==> config.mk <==
export PLATFORM = sky130hd
export DESIGN_NAME = kcnt_front
export DESIGN_NICKNAME = d
export VERILOG_FILES = /design/src/design/kcnt_pkg.sv /design/src/design/kcnt_front.sv
export SDC_FILE = /design/constraint.sdc
export NUM_CORES = 1
export LEC_CHECK = 0
export CAP_MARGIN = 20
export CORE_UTILIZATION = 40
export DETAILED_ROUTE_END_ITERATION = 6
export DONT_BUFFER_PORTS = 1
export PLACE_DENSITY_LB_ADDON = 0.25
export SETUP_SLACK_MARGIN = 0.05
export SLEW_MARGIN = 0
export SYNTH_ARGS = -nofsm -noshare
export SYNTH_HDL_FRONTEND = slang
export SYNTH_SLANG_ARGS = --single-unit
==> constraint.sdc <==
create_clock -name clock -period 2.4 [get_ports clock]
set_input_delay 0.24 -clock clock [delete_from_list [all_inputs] [get_ports clock]]
set_output_delay 0.24 -clock clock [all_outputs]
set_load 0.01 [all_outputs]
==> src/design/kcnt_pkg.sv <==
// Shared constants and types for the k-mer count table.
package kcnt_pkg;

   localparam int TABLE_DEPTH    = 4096;
   localparam int MAX_KMER_BYTES = 8;
   localparam int SLOT_W         = $clog2(TABLE_DEPTH);
   localparam int USED_W         = SLOT_W + 1;
   localparam int KEY_W          = 8 * MAX_KMER_BYTES;
   localparam int CNT_W          = 32;
   localparam int LEN_W          = 4;
   localparam int IDX_W          = 12;

   localparam logic [7:0] NEWLINE_BYTE   = 8'd10;
   localparam logic [1:0] SEQ_LINE_PHASE = 2'd1;

   localparam logic CMD_FEED = 1'b0;
   localparam logic CMD_READ = 1'b1;

   localparam logic KIND_UPDATE  = 1'b0;
   localparam logic KIND_READOUT = 1'b1;

   localparam logic REG_KMER_LEN   = 1'b0;
   localparam logic REG_FASTQ_MODE = 1'b1;

   typedef enum logic {
      OP_LOOKUP  = 1'b0,
      OP_READOUT = 1'b1
   } op_type;

   // work entry passed from the front part to the back part
   typedef struct packed {
      op_type            op;
      logic [KEY_W-1:0]  key;
      logic [IDX_W-1:0]  idx;
   } work_type;

endpackage

==> src/design/kcnt_front.sv <==
// Front part: configuration registers, line tracking and k-mer windowing.
module kcnt_front
   import kcnt_pkg::*;
(
   input  logic        clock,
   input  logic        reset,
   input  logic        csr_psel,
   input  logic        csr_penable,
   input  logic        csr_pwrite,
   input  logic [2:0]  csr_paddr,
   input  logic [31:0] csr_pwdata,
   output logic [31:0] csr_prdata,
   input  logic        in_valid,
   input  logic        in_cmd,
   input  logic [7:0]  in_byte,
   input  logic [IDX_W-1:0] in_idx,
   output logic        in_ready,
   output logic        push,
   output work_type    push_data,
   input  logic        q_full
);

   logic [LEN_W-1:0] kmer_len_ff, kmer_len_in;
   logic             fastq_ff, fastq_in;
   logic [KEY_W-1:0] window_ff, window_in;
   logic [3:0]       fill_ff, fill_in;
   logic [1:0]       phase_ff, phase_in;
   logic             accept, wr_en;
   logic [3:0]       eff_k;
   logic [KEY_W-1:0] mask;

   assign in_ready = !q_full;
   assign accept   = in_valid && !q_full;
   assign wr_en    = csr_psel && csr_penable && csr_pwrite;

   always_comb begin
      unique case (csr_paddr[2])
         REG_KMER_LEN:   csr_prdata = {28'd0, kmer_len_ff};
         REG_FASTQ_MODE: csr_prdata = {31'd0, fastq_ff};
         default:        csr_prdata = 32'd0;
      endcase
   end

   always_comb begin
      kmer_len_in = kmer_len_ff;
      fastq_in    = fastq_ff;
      if (wr_en) begin
         if (csr_paddr[2] == REG_KMER_LEN) begin
            kmer_len_in = csr_pwdata[LEN_W-1:0];
         end else begin
            fastq_in = csr_pwdata[0];
         end
      end

      if (kmer_len_ff == 4'd0) begin
         eff_k = 4'd1;
      end else if (kmer_len_ff > 4'(MAX_KMER_BYTES)) begin
         eff_k = 4'(MAX_KMER_BYTES);
      end else begin
         eff_k = kmer_len_ff;
      end
      mask = {KEY_W{1'b1}} >> (7'(MAX_KMER_BYTES - 1) * 7'd8 - {eff_k - 4'd1, 3'b000});

      window_in = window_ff;
      fill_in   = fill_ff;
      phase_in  = phase_ff;
      push      = 1'b0;
      push_data.op  = OP_LOOKUP;
      push_data.key = '0;
      push_data.idx = in_idx;

      if (accept) begin
         if (in_cmd == CMD_READ) begin
            push         = 1'b1;
            push_data.op = OP_READOUT;
         end else if (in_byte == NEWLINE_BYTE) begin
            phase_in = phase_ff + 2'd1;
         end else if (!fastq_ff || phase_ff == SEQ_LINE_PHASE) begin
            window_in = {window_ff[KEY_W-9:0], in_byte};
            if (fill_ff < 4'(MAX_KMER_BYTES)) begin
               fill_in = fill_ff + 4'd1;
            end
            if (fill_in >= eff_k) begin
               push          = 1'b1;
               push_data.key = window_in & mask;
            end
         end
      end
   end

   always_ff @(posedge clock) begin
      if (reset) begin
         kmer_len_ff <= 4'd8;
         fastq_ff    <= 1'b0;
         window_ff   <= '0;
         fill_ff     <= 4'd0;
         phase_ff    <= 2'd0;
      end else begin
         kmer_len_ff <= kmer_len_in;
         fastq_ff    <= fastq_in;
         window_ff   <= window_in;
         fill_ff     <= fill_in;
         phase_ff    <= phase_in;
      end
   end

endmodule

==> out/qor.txt <==
WP data required: 2160 ps
Worst-path cell chain: ha_4 > mux2_4 > ha_4 > a2111o_1 > buf_6 > nand4_4 > buf_12 > nor3b_2 > buf_4
Die area: 8950 um^2
Worst Skew: 8.39 ps
CP Class: reg -> out
Nets: 541
Synthesized area per cell: 7.56 um^2
Initial cell density of the core: 41.6%
Setup violators final: 65
Routed Antenna Nets: 0
Fin cells: 581
CTS tree: yes
Detailed-route wire length per cell: 15.9 um
Initial detailed-routing violation count: 149
WP buf/inv: 3
EDFF count, synth: 0
Cell Area, Synth: 3430 um^2
Root buffer cell: clkbuf_8
Ant. Diodes: 0
XOR/XNOR share of the synthesized area: 0.766%
Port Buf Inserts: 0
Gr usage total: 20.3%
Multi-input logic area: 2200 um^2
Die height: 94.6 um
Final worst slack: -293 ps
Core area: 8260 um^2
Gpl congestion: 0.763
Io pins: 174
Register Area: 1350 um^2
Worst setup SP type: flop
Most numerous cell on the critical path: ha_4
Post-Synth Adder-Cell Area: 2.55%
Post-synthesis mux area share: 1.82%
Most frequently used flop master after synthesis: dfxtp_1
Hold Vio Cnt, Final: 0
CP arrival: 2450 ps
DR vias: 3042
Worst path max stage delay: 460 ps
Hold Crit Class: in -> reg
Power, Total: 0.00231 W
DR DRC count: 0
Largest net degree at the start of global routing: 65
First-pass GRT wire length: 14100 um
Number of global-route vias before repair: 2832
Failing checks: negative setup slack
Yosys warnings: 0
Max_cap viols: 0
Drt first pass iters: 4
Largest delay contributor family on the critical path: compound AO/OA/AOI/OAI gates
Max VDD drop: 333 uV
Seq cells post-synth: 67
Cells after Synth: 454
Rows: 33
Unrepaired setup endpoints after global routing: yes
Period utilization: 112%
Placed cells: 546
Synth Area in Simple Gates: 31.2%
Vias/cell: 5.24
Num Clock Sinks: 67
Register area share after synthesis: 39.1%
Largest family of logic cells by synthesized area: simple AND/OR/NAND/NOR gates
Clk slew on worst S/H paths: 70 ps
Pins Over Slew Limit: 0
Worst-path fanout max: 8
Async S/R FF share, synth: 0%
Post-route minimum period: 2690 ps
Compound-Gate Fraction of Synth Area: 11.6%
Layout cells sized above 1: 30.9%
Slowest stage cell, crit path: a2111o_1
Slew HR: 58.1%
Synth unique cells: 38
Worst Max-Slew Pin Slew: 623 ps
Post-Route WL: 9230 um
Area Growth Syn to Fin: 25.2%
H-tree Lvls: 3
F_max: 371 MHz
Power Density: 538 nW/um^2
Initial antenna violation count: 0
Element type at the critical path end: output pin
Post-DP HPWL: 5390 um
Clock latency on the worst-skew pair: 350 ps
Status: finished with violations
Remaining Overflow, GRT: 0
Num CTS Buffers: 9
CTS Buffer Depth: 2
Fillers: 812
Leak pwr: 1.57 nW
DIE WIDTH: 94.6 um
[synth_stat cells (2+ instances only)]
| library cell | n | share of area (%) |
|---|---|---|
| a21oi_1 | 59 | 8.6 |
| a31o_2 | 2 | 0.51 |
| and2_1 | 8 | 1.5 |
| and3_1 | 42 | 7.7 |
| buf_1 | 2 | 0.22 |
| buf_2 | 7 | 1.0 |
| buf_4 | 42 | 9.2 |
| clkbuf_1 | 17 | 1.9 |
| dfxtp_1 | 67 | 39 |
| ha_1 | 7 | 2.6 |
| inv_1 | 4 | 0.44 |
| mux2_2 | 2 | 0.66 |
| mux2i_1 | 4 | 1.2 |
| nand2_1 | 129 | 14 |
| nand2b_1 | 3 | 0.55 |
| nand3_1 | 2 | 0.29 |
| nor2_1 | 17 | 1.9 |
| nor2b_1 | 3 | 0.55 |
| nor3_1 | 3 | 0.44 |
| nor3b_1 | 9 | 2.0 |
| o21ai_0 | 6 | 0.87 |
| or3_1 | 2 | 0.36 |
| xor2_1 | 2 | 0.51 |
[per-stage QoR]
| stage | TNS [ps] | util (%) | cell area (um^2) | worst slack (ps) | hold WS [ps] |
|---|---|---|---|---|---|
| 3_5_place_dp | -37.2 | 43.2 | 3570 | -6.91 | 322 |
| 3_3_place_gp | 0 | 43.2 | 3570 | 19.7 | 320 |
| 4_1_cts | -14800 | 51.2 | 4230 | -266 | 12.8 |
| 2_1_floorplan | 0 | - | 3650 | 37.6 | 349 |
| 5_1_grt | -20400 | 52.0 | 4300 | -370 | 16.0 |
| 6_report | -16370 | 52.0 | 4300 | -293 | 21.1 |
[final timing paths]
| path | end | startpoint | cells after the start | slack [ps] |
|---|---|---|---|---|
| worst max register to register | window_ff[26] | phase_ff[0] | 6 | 460 |
| worst min-delay path | window_ff[4] | in_byte[4] | 2 | 20 |
| worst max-delay path | push_data[64] | fill_ff[1] | 9 | -290 |
| worst min register to register | window_ff[51] | window_ff[51] | 2 | 460 |
[where the power goes]
part           switching (W)  internal (W)  total (W)
Clock               0.000452      0.000587    0.00104
Sequential        0.00000788       0.00112    0.00113
Combinational       0.000103     0.0000441   0.000147
[cell families (layout without fill, tap and decap cells)]
kind of cell / count (synthesis) / in the layout
adder cells (fa/ha/maj): 7 / 7
multiplexers: 6 / 6
other: 1 / 28
XOR/XNOR: 3 / 3
flip-flops: 67 / 67
AO/OA/AOI/OAI: 72 / 72
AND/OR/NAND/NOR: 225 / 232
buffers and inverters: 73 / 61
[per-layer routing]
layer  vias up  share of wire [%]  GRT usage [%]
met5         -                  0              0
met4         0                2.0           7.45
met3        20                5.8           5.96
met2        90                 48           32.0
met1      1444                 44           26.2
li1       1488                  -              -
[cell type report]
class	instances	area share (%)
Multi-Input combinational cell	348	51.2
Sequential cell	67	31.4
Timing Repair Buffer	40	8.91
Tap cell	105	3.06
Clock buffer	10	2.97
Clock inverter	6	2.04
Inverter	5	0.437
[cells in the final DEF (no fill, tap or decap), drive strengths merged, types with 2 or more instances in the layout]
master,instances
a21oi,59
a31o,2
and2,8
and3,49
buf,40
bufinv,2
clkbuf,10
clkinv,4
conb,28
dfxtp,67
ha,7
inv,5
mux2,2
mux2i,4
nand2,129
nand2b,3
nand3,2
nand4,2
nor2,17
nor2b,3
nor3,3
nor3b,9
o21ai,6
or3,2
xor2,2
[registers in the layout, indices dropped and copies added, names as in the netlist]
signal / count
window_ff: 56
fill_ff: 4
kmer_len_ff: 4
phase_ff: 2
fastq_ff: 1
[what timing repair did]
item | CTS | global route
gates cloned | 5 | 3
pin swaps | 15 | 2
endpoints found under the hold margin | 64 | 0
gates resized for setup | 67 | 9
hold buffers | 1 | 0
buffers inserted | 9 | 1
setup endpoints to repair | 65 | 65
Note: power is estimated with default switching activity, not from simulation.
