[config.mk]
export PLATFORM = sky130hd
export DESIGN_NAME = kcnt_queue
export DESIGN_NICKNAME = d
export VERILOG_FILES = /design/src/design/kcnt_pkg.sv /design/src/design/kcnt_queue.sv
export SDC_FILE = /design/constraint.sdc
export NUM_CORES = 1
export LEC_CHECK = 0
export CELL_PAD_IN_SITES_DETAIL_PLACEMENT = 2
export CELL_PAD_IN_SITES_GLOBAL_PLACEMENT = 2
export CORE_MARGIN = 2
export CORE_UTILIZATION = 45
export CTS_CLUSTER_SIZE = 30
export DETAILED_ROUTE_END_ITERATION = 10
export DONT_BUFFER_PORTS = 1
export GPL_TIMING_DRIVEN = 0
export MAX_ROUTING_LAYER = met4
export PLACE_DENSITY_LB_ADDON = 0.1
export SYNTH_ARGS = -nofsm -noshare
export SYNTH_HDL_FRONTEND = slang
export SYNTH_SLANG_ARGS = --single-unit
[constraint.sdc]
create_clock -name clock -period 6.5 [get_ports clock]
set_input_delay 1.3 -clock clock [delete_from_list [all_inputs] [get_ports clock]]
set_output_delay 1.3 -clock clock [all_outputs]
set_load 0.01 [all_outputs]
[src/design/kcnt_pkg.sv]
// Shared constants and types for the k-mer count table.
package kcnt_pkg;

   localparam int TABLE_DEPTH    = 4096;
   localparam int MAX_KMER_BYTES = 8;
   localparam int SLOT_W         = $clog2(TABLE_DEPTH);
   localparam int USED_W         = SLOT_W + 1;
   localparam int KEY_W          = 8 * MAX_KMER_BYTES;
   localparam int CNT_W          = 32;
   localparam int LEN_W          = 4;
   localparam int IDX_W          = 12;

   localparam logic [7:0] NEWLINE_BYTE   = 8'd10;
   localparam logic [1:0] SEQ_LINE_PHASE = 2'd1;

   localparam logic CMD_FEED = 1'b0;
   localparam logic CMD_READ = 1'b1;

   localparam logic KIND_UPDATE  = 1'b0;
   localparam logic KIND_READOUT = 1'b1;

   localparam logic REG_KMER_LEN   = 1'b0;
   localparam logic REG_FASTQ_MODE = 1'b1;

   typedef enum logic {
      OP_LOOKUP  = 1'b0,
      OP_READOUT = 1'b1
   } op_type;

   // work entry passed from the front part to the back part
   typedef struct packed {
      op_type            op;
      logic [KEY_W-1:0]  key;
      logic [IDX_W-1:0]  idx;
   } work_type;

endpackage

[src/design/kcnt_queue.sv]
// Two-entry queue between the front and back parts.
module kcnt_queue
   import kcnt_pkg::*;
(
   input  logic     clock,
   input  logic     reset,
   input  logic     push,
   input  work_type push_data,
   output logic     full,
   input  logic     pop,
   output logic     not_empty,
   output work_type pop_data
);

   work_type   mem_ff [2];
   logic       wr_ptr_ff, wr_ptr_in;
   logic       rd_ptr_ff, rd_ptr_in;
   logic [1:0] cnt_ff, cnt_in;

   assign full      = (cnt_ff == 2'd2);
   assign not_empty = (cnt_ff != 2'd0);
   assign pop_data  = mem_ff[rd_ptr_ff];

   always_comb begin
      wr_ptr_in = wr_ptr_ff ^ push;
      rd_ptr_in = rd_ptr_ff ^ pop;
      cnt_in    = cnt_ff + {1'b0, push} - {1'b0, pop};
   end

   always_ff @(posedge clock) begin
      if (reset) begin
         wr_ptr_ff <= 1'b0;
         rd_ptr_ff <= 1'b0;
         cnt_ff    <= 2'd0;
      end else begin
         wr_ptr_ff <= wr_ptr_in;
         rd_ptr_ff <= rd_ptr_in;
         cnt_ff    <= cnt_in;
      end
      if (push) begin
         mem_ff[wr_ptr_ff] <= push_data;
      end
   end

endmodule

==> flow_summary.json, run 1 <==
{
  "fin_nets": 365,
  "layout.cells.non_filler": 463,
  "cts_sinks": 158,
  "fp.coreArea_mm2": 0.0127,
  "drtAntennaViolNets": 0,
  "crit_path_max_incr_delay_ps": 340,
  "clk_latency_ps": 420,
  "timing.critical_path.mode_cell": "buf_6",
  "dp.cells": 433,
  "hold_class": "register to register",
  "diodes": 0,
  "slew_violations": 0,
  "vias": 2360,
  "cts_tree": "yes",
  "drive_gt1_frac": 0.395,
  "fin_worst_skew_ps": 3.99,
  "path_max_fanout": 10,
  "remaining_drc_errors": 0,
  "firstDrtPassIters": 4,
  "synthCells": 259,
  "setup_slack_ps": 3650,
  "vdd_drop_max_mv": 0.244,
  "tns_ps": 0,
  "p_leak_nw": 2.26,
  "wl_per_cell_um": 23.1,
  "cts-resized-gates": 0,
  "timing_hold_violations_final": 0,
  "grt_overflow": 0,
  "worst_setup_path_end_kind": "primary output",
  "die_y_um": 118,
  "period_minus_slack_ps": 2850,
  "dp_hpwl_um": 7120,
  "grt_pass1_vias": 2760,
  "cts-root-buf": "clkbuf_16",
  "dieArea_mm2": 0.0139,
  "antenna_found_initial": 0,
  "area_growth_pct": 14.6,
  "post_cts_buffers": 0,
  "cpLargestDelayFamily": "buffers and inverters",
  "gp_congestion": 0.669,
  "grt_pass1_wl_um": 16600,
  "dp_slack_ps": 4050,
  "worstPathArrival_ps": 1550,
  "cts.path.max_buffers": 2,
  "ys_seq_elements": 158,
  "syn-num-nets": 344,
  "seq_area_frac_synth": 0.805,
  "critPathKind": "register to primary output",
  "grtUsageTotal": 0.171,
  "cts_max_level": 4,
  "cp-start-kind": "register",
  "die_x_um": 118,
  "power.total_mw": 2.35,
  "cts_hold_buf": 0,
  "final_common_cell": "edfxtp_1",
  "clkTransAtPathRegs_ps": 60,
  "path_cells": "buf_6, buf_6, buf_8, mux2_4",
  "grt_max_degree": 45,
  "drt-vias-per-instance": 5.10,
  "rsz0062_at_grt": "no",
  "synth_cell_types": 14,
  "maxCapViolCount": 0,
  "io_pins": 160,
  "status": "finished clean",
  "p_per_area_mw_per_mm2": 351,
  "fmax_ghz": 0.350,
  "cp_slowest_cell": "mux2_4",
  "syn_area_mm2": 0.00585,
  "finalSetupViolCount": 0,
  "cts_buffers": 17,
  "final_cell_mix": "edfxtp_1 (154), mux2_2 (57), mux2_4 (20)",
  "initial_core_util": 0.461,
  "tightest_slew_ps": 519,
  "drt-initial-drc-count": 98,
  "period_share": 0.439,
  "numPortBuffers": 0,
  "path_buf_inv": 3,
  "yosysWarnings": 0,
  "maxSlewHeadroom": 0.654,
  "routed_wl_um": 10700,
  "worstPathRequired_ps": 5200,
  "syn_avg_cell_area_um2": 22.6,
  "rows": 41
}
final timing paths:
path	from	depth (start not counted)	endpoint	slack (ps)
hold reg to reg	wr_ptr_ff$_SDFF_PP0_	3	wr_ptr_ff$_SDFF_PP0_	620
setup reg to reg	wr_ptr_ff$_SDFF_PP0_	3	mem_ff[0][30]$_DFFE_PP_	4970
setup / recovery	rd_ptr_ff$_SDFF_PP0_	4	pop_data[66]	3650
hold / removal	wr_ptr_ff$_SDFF_PP0_	3	wr_ptr_ff$_SDFF_PP0_	620
registers in the layout, indices dropped and copies added (netlist names):
signal     flops
wr_ptr_ff      1
mem_ff       154
cnt_ff         2
rd_ptr_ff      1
synthesized netlist by cell type:
| cell | count | area, um^2 |
|---|---|---|
| mux2_4 | 20 | 300 |
| mux2_2 | 57 | 642 |
| nor2b_1 | 2 | 12.5 |
| xnor2_1 | 1 | 8.76 |
| nor2_1 | 3 | 11.3 |
| xnor3_1 | 1 | 22.5 |
| buf_6 | 2 | 22.5 |
| dfxtp_1 | 4 | 80.1 |
| ha_1 | 4 | 50.1 |
| buf_2 | 5 | 25.0 |
| edfxtp_1 | 154 | 4620 |
| buf_8 | 2 | 30.0 |
| inv_1 | 3 | 11.3 |
| or2_2 | 1 | 6.26 |
per-stage QoR:
step	area [um^2]	util	hold WS, ps
6_report	6700	0.529	622
5_1_grt	6700	0.529	660
4_1_cts	6700	0.529	634
3_5_place_dp	6140	0.485	624
3_3_place_gp	6060	0.478	529
2_1_floorplan	5850	-	519
power breakdown:
group	internal (mW)	switching, mW	total (mW)
clock network	0.590	0.349	0.939
registers	1.19	0.0174	1.21
logic	0.0886	0.113	0.201
cell type report:
cell class,instances,area [um^2]
flip-flops and latches,158,4700
well taps,172,215
multi-input cells,89,1080
fillers,1087,5970
plain buffers,9,77.6
clock buffers,19,433
clock inverters,11,125
inverters,3,11.3
repair buffers,2,55.1
worst min-delay path: stages (launching register included):
cell and delay, ps:
dfxtp_1 330, inv_1 90, ha_4 120, nor2_1 40
layer usage:
metal	track usage	wire length (um)	vias to the layer above
met1	0.173	3740	1184
met3	0.0974	1130	11
met5	-	0	-
met2	0.278	5690	106
li1	-	-	1059
met4	0.0610	151	0
logic make-up (layout without fill, tap and decap cells):
family                     after synthesis  count (layout)  share of synthesized area
and+or+nand+nor                          6               6                    0.00514
muxes                                   77              77                      0.161
buffers and inverters                   12              44                     0.0152
xor gates and xnor gates                 2               2                    0.00535
adders and majority gates                4               4                    0.00856
DFF                                    158             158                      0.805
(Power assumes the default switching activity.)
==> inputs of run 2 (changes only) <==
==> constraint.sdc (replaced) <==
create_clock -name clock -period 2.7 [get_ports clock]
set_input_delay 0.54 -clock clock [delete_from_list [all_inputs] [get_ports clock]]
set_output_delay 0.54 -clock clock [all_outputs]
set_load 0.01 [all_outputs]
==> run 2 against run 1 <==
Compared with the run above:
- largest cell class unchanged
- first-iteration DRC count up 22%
- clock-buffer cell count down 2
- clock skew up 2.2 ps
- non-clock buffer count unchanged
- sequential share of layout area up 0.079 points
- sequential cell count unchanged
- via count up 0.25%
- largest power group unchanged
==> flow_summary.json, run 2 (synthesized netlist as in run 1, its figures left out) <==
{
  "status": "finished clean",
  "largest_reg_flops": 154,
  "drt-vias-per-instance": 5.09,
  "rrSetupSlack_ps": 1160,
  "cts-root-buf": "clkbuf_16",
  "p_leak_nw": 2.25,
  "final_cell_mix": "edfxtp_1 (154), mux2_2 (57), mux2_4 (20)",
  "numPortBuffers": 0,
  "final_common_cell": "edfxtp_1",
  "clk_latency_ps": 420,
  "reg2regPathDepth": 3,
  "final_util": 0.528,
  "grt_pass1_wl_um": 16200,
  "cts.path.max_buffers": 2,
  "cts-resized-gates": 0,
  "fin_nets": 365,
  "tns_ps": 0,
  "grt_overflow": 0,
  "grtUsageTotal": 0.169,
  "finalSetupViolCount": 0,
  "r2r_end": "mem_ff[0][4]$_DFFE_PP_",
  "path_max_fanout": 10,
  "worst_setup_path_end_kind": "primary output",
  "die_y_um": 118,
  "period_minus_slack_ps": 2090,
  "drive_gt1_frac": 0.406,
  "grt_max_degree": 51,
  "worstPathArrival_ps": 1550,
  "area_growth_pct": 14.5,
  "timing_hold_violations_final": 0,
  "rows": 41,
  "largest_register": "mem_ff",
  "vias": 2366,
  "vdd_drop_max_mv": 0.447,
  "cts_tree": "yes",
  "reg2reg_from": "wr_ptr_ff$_SDFF_PP0_",
  "critPathKind": "register to primary output",
  "tightest_slew_ps": 484,
  "initial_core_util": 0.461,
  "clkTransAtPathRegs_ps": 60,
  "post_cts_buffers": 0,
  "slew_violations": 0,
  "maxSlewHeadroom": 0.677,
  "cts_hold_buf": 0,
  "maxCapViolCount": 0,
  "min_to": "wr_ptr_ff$_SDFF_PP0_",
  "grt_pass1_vias": 2750,
  "firstDrtPassIters": 4,
  "wl_per_cell_um": 22.9,
  "dp.cells": 433,
  "routed_wl_um": 10700,
  "fin_worst_skew_ps": 6.15,
  "cts_sinks": 158,
  "cts_max_level": 4,
  "fp.coreArea_mm2": 0.0127,
  "diodes": 0,
  "remaining_drc_errors": 0,
  "cts_buffers": 17,
  "top_regs": "mem_ff (154), cnt_ff (2)",
  "min-delay-start": "reset",
  "period_share": 0.775,
  "gp_congestion": 0.702,
  "layout.cells.non_filler": 465,
  "fmax_ghz": 0.478,
  "cp-start-kind": "register",
  "dieArea_mm2": 0.0139,
  "antenna_found_initial": 0,
  "hold_class": "primary input to register",
  "io_pins": 160,
  "die_x_um": 118,
  "whs_path_depth": 1,
  "drt-initial-drc-count": 120,
  "worstPathRequired_ps": 2160,
  "drtAntennaViolNets": 0,
  "p_per_area_mw_per_mm2": 833,
  "dp_hpwl_um": 6990,
  "crit_start": "rd_ptr_ff$_SDFF_PP0_",
  "rsz0062_at_grt": "no"
}
-- run 2: how the worst max path moves through the flow --
stage	end	slack [ps]
3_3_place_gp	mem_ff[0][58]$_DFFE_PP_	140
6_report	pop_data[71]	610
4_1_cts	pop_data[50]	560
2_1_floorplan	mem_ff[1][0]$_DFFE_PP_	690
5_1_grt	pop_data[71]	510
3_5_place_dp	mem_ff[0][62]$_DFFE_PP_	1020
-- run 2: metrics by stage --
| stage | hold slack (ps) | worst slack [ps] | power (mW) | instance area, um^2 |
|---|---|---|---|---|
| after global routing | 160 | 512 | 5.78 | 6690 |
| after floorplan | 545 | 694 | 3.33 | 5850 |
| after CTS | 154 | 557 | 5.65 | 6690 |
| final | 178 | 607 | 5.58 | 6690 |
| after detailed placement | 604 | 1020 | 3.46 | 6140 |
| after global placement | 550 | 137 | 3.43 | 6070 |
-- run 2: report_power, final --
group,leakage [nW],switching [mW],internal (mW),total [mW]
combinational,0.508,0.274,0.213,0.487
clock,0.259,0.929,1.26,2.19
sequential,1.48,0.0389,2.87,2.90
total,2.25,1.24,4.34,5.58
-- run 2: routing by layer --
metal | wire (um) | track usage | vias up
met3 | 1250 | 0.108 | 13
li1 | - | - | 1062
met2 | 5520 | 0.270 | 108
met5 | 0 | - | -
met4 | 150 | 0.0633 | 0
met1 | 3740 | 0.165 | 1183
-- run 2: layout make-up --
| cell class | instances | area [um^2] |
|---|---|---|
| fill | 1068 | 5980 |
| timing repair buffer | 2 | 55.1 |
| clock inverter | 15 | 125 |
| sequential | 158 | 4700 |
| buffer | 9 | 77.6 |
| clock buffer | 17 | 425 |
| tap | 172 | 215 |
| multi-input combinational | 89 | 1080 |
| inverter | 3 | 11.3 |
-- run 2: critical path: stages (launching register included) --
cell and delay (ps):
dfxtp_1 320, buf_6 130, buf_2 270, mux2_2 420
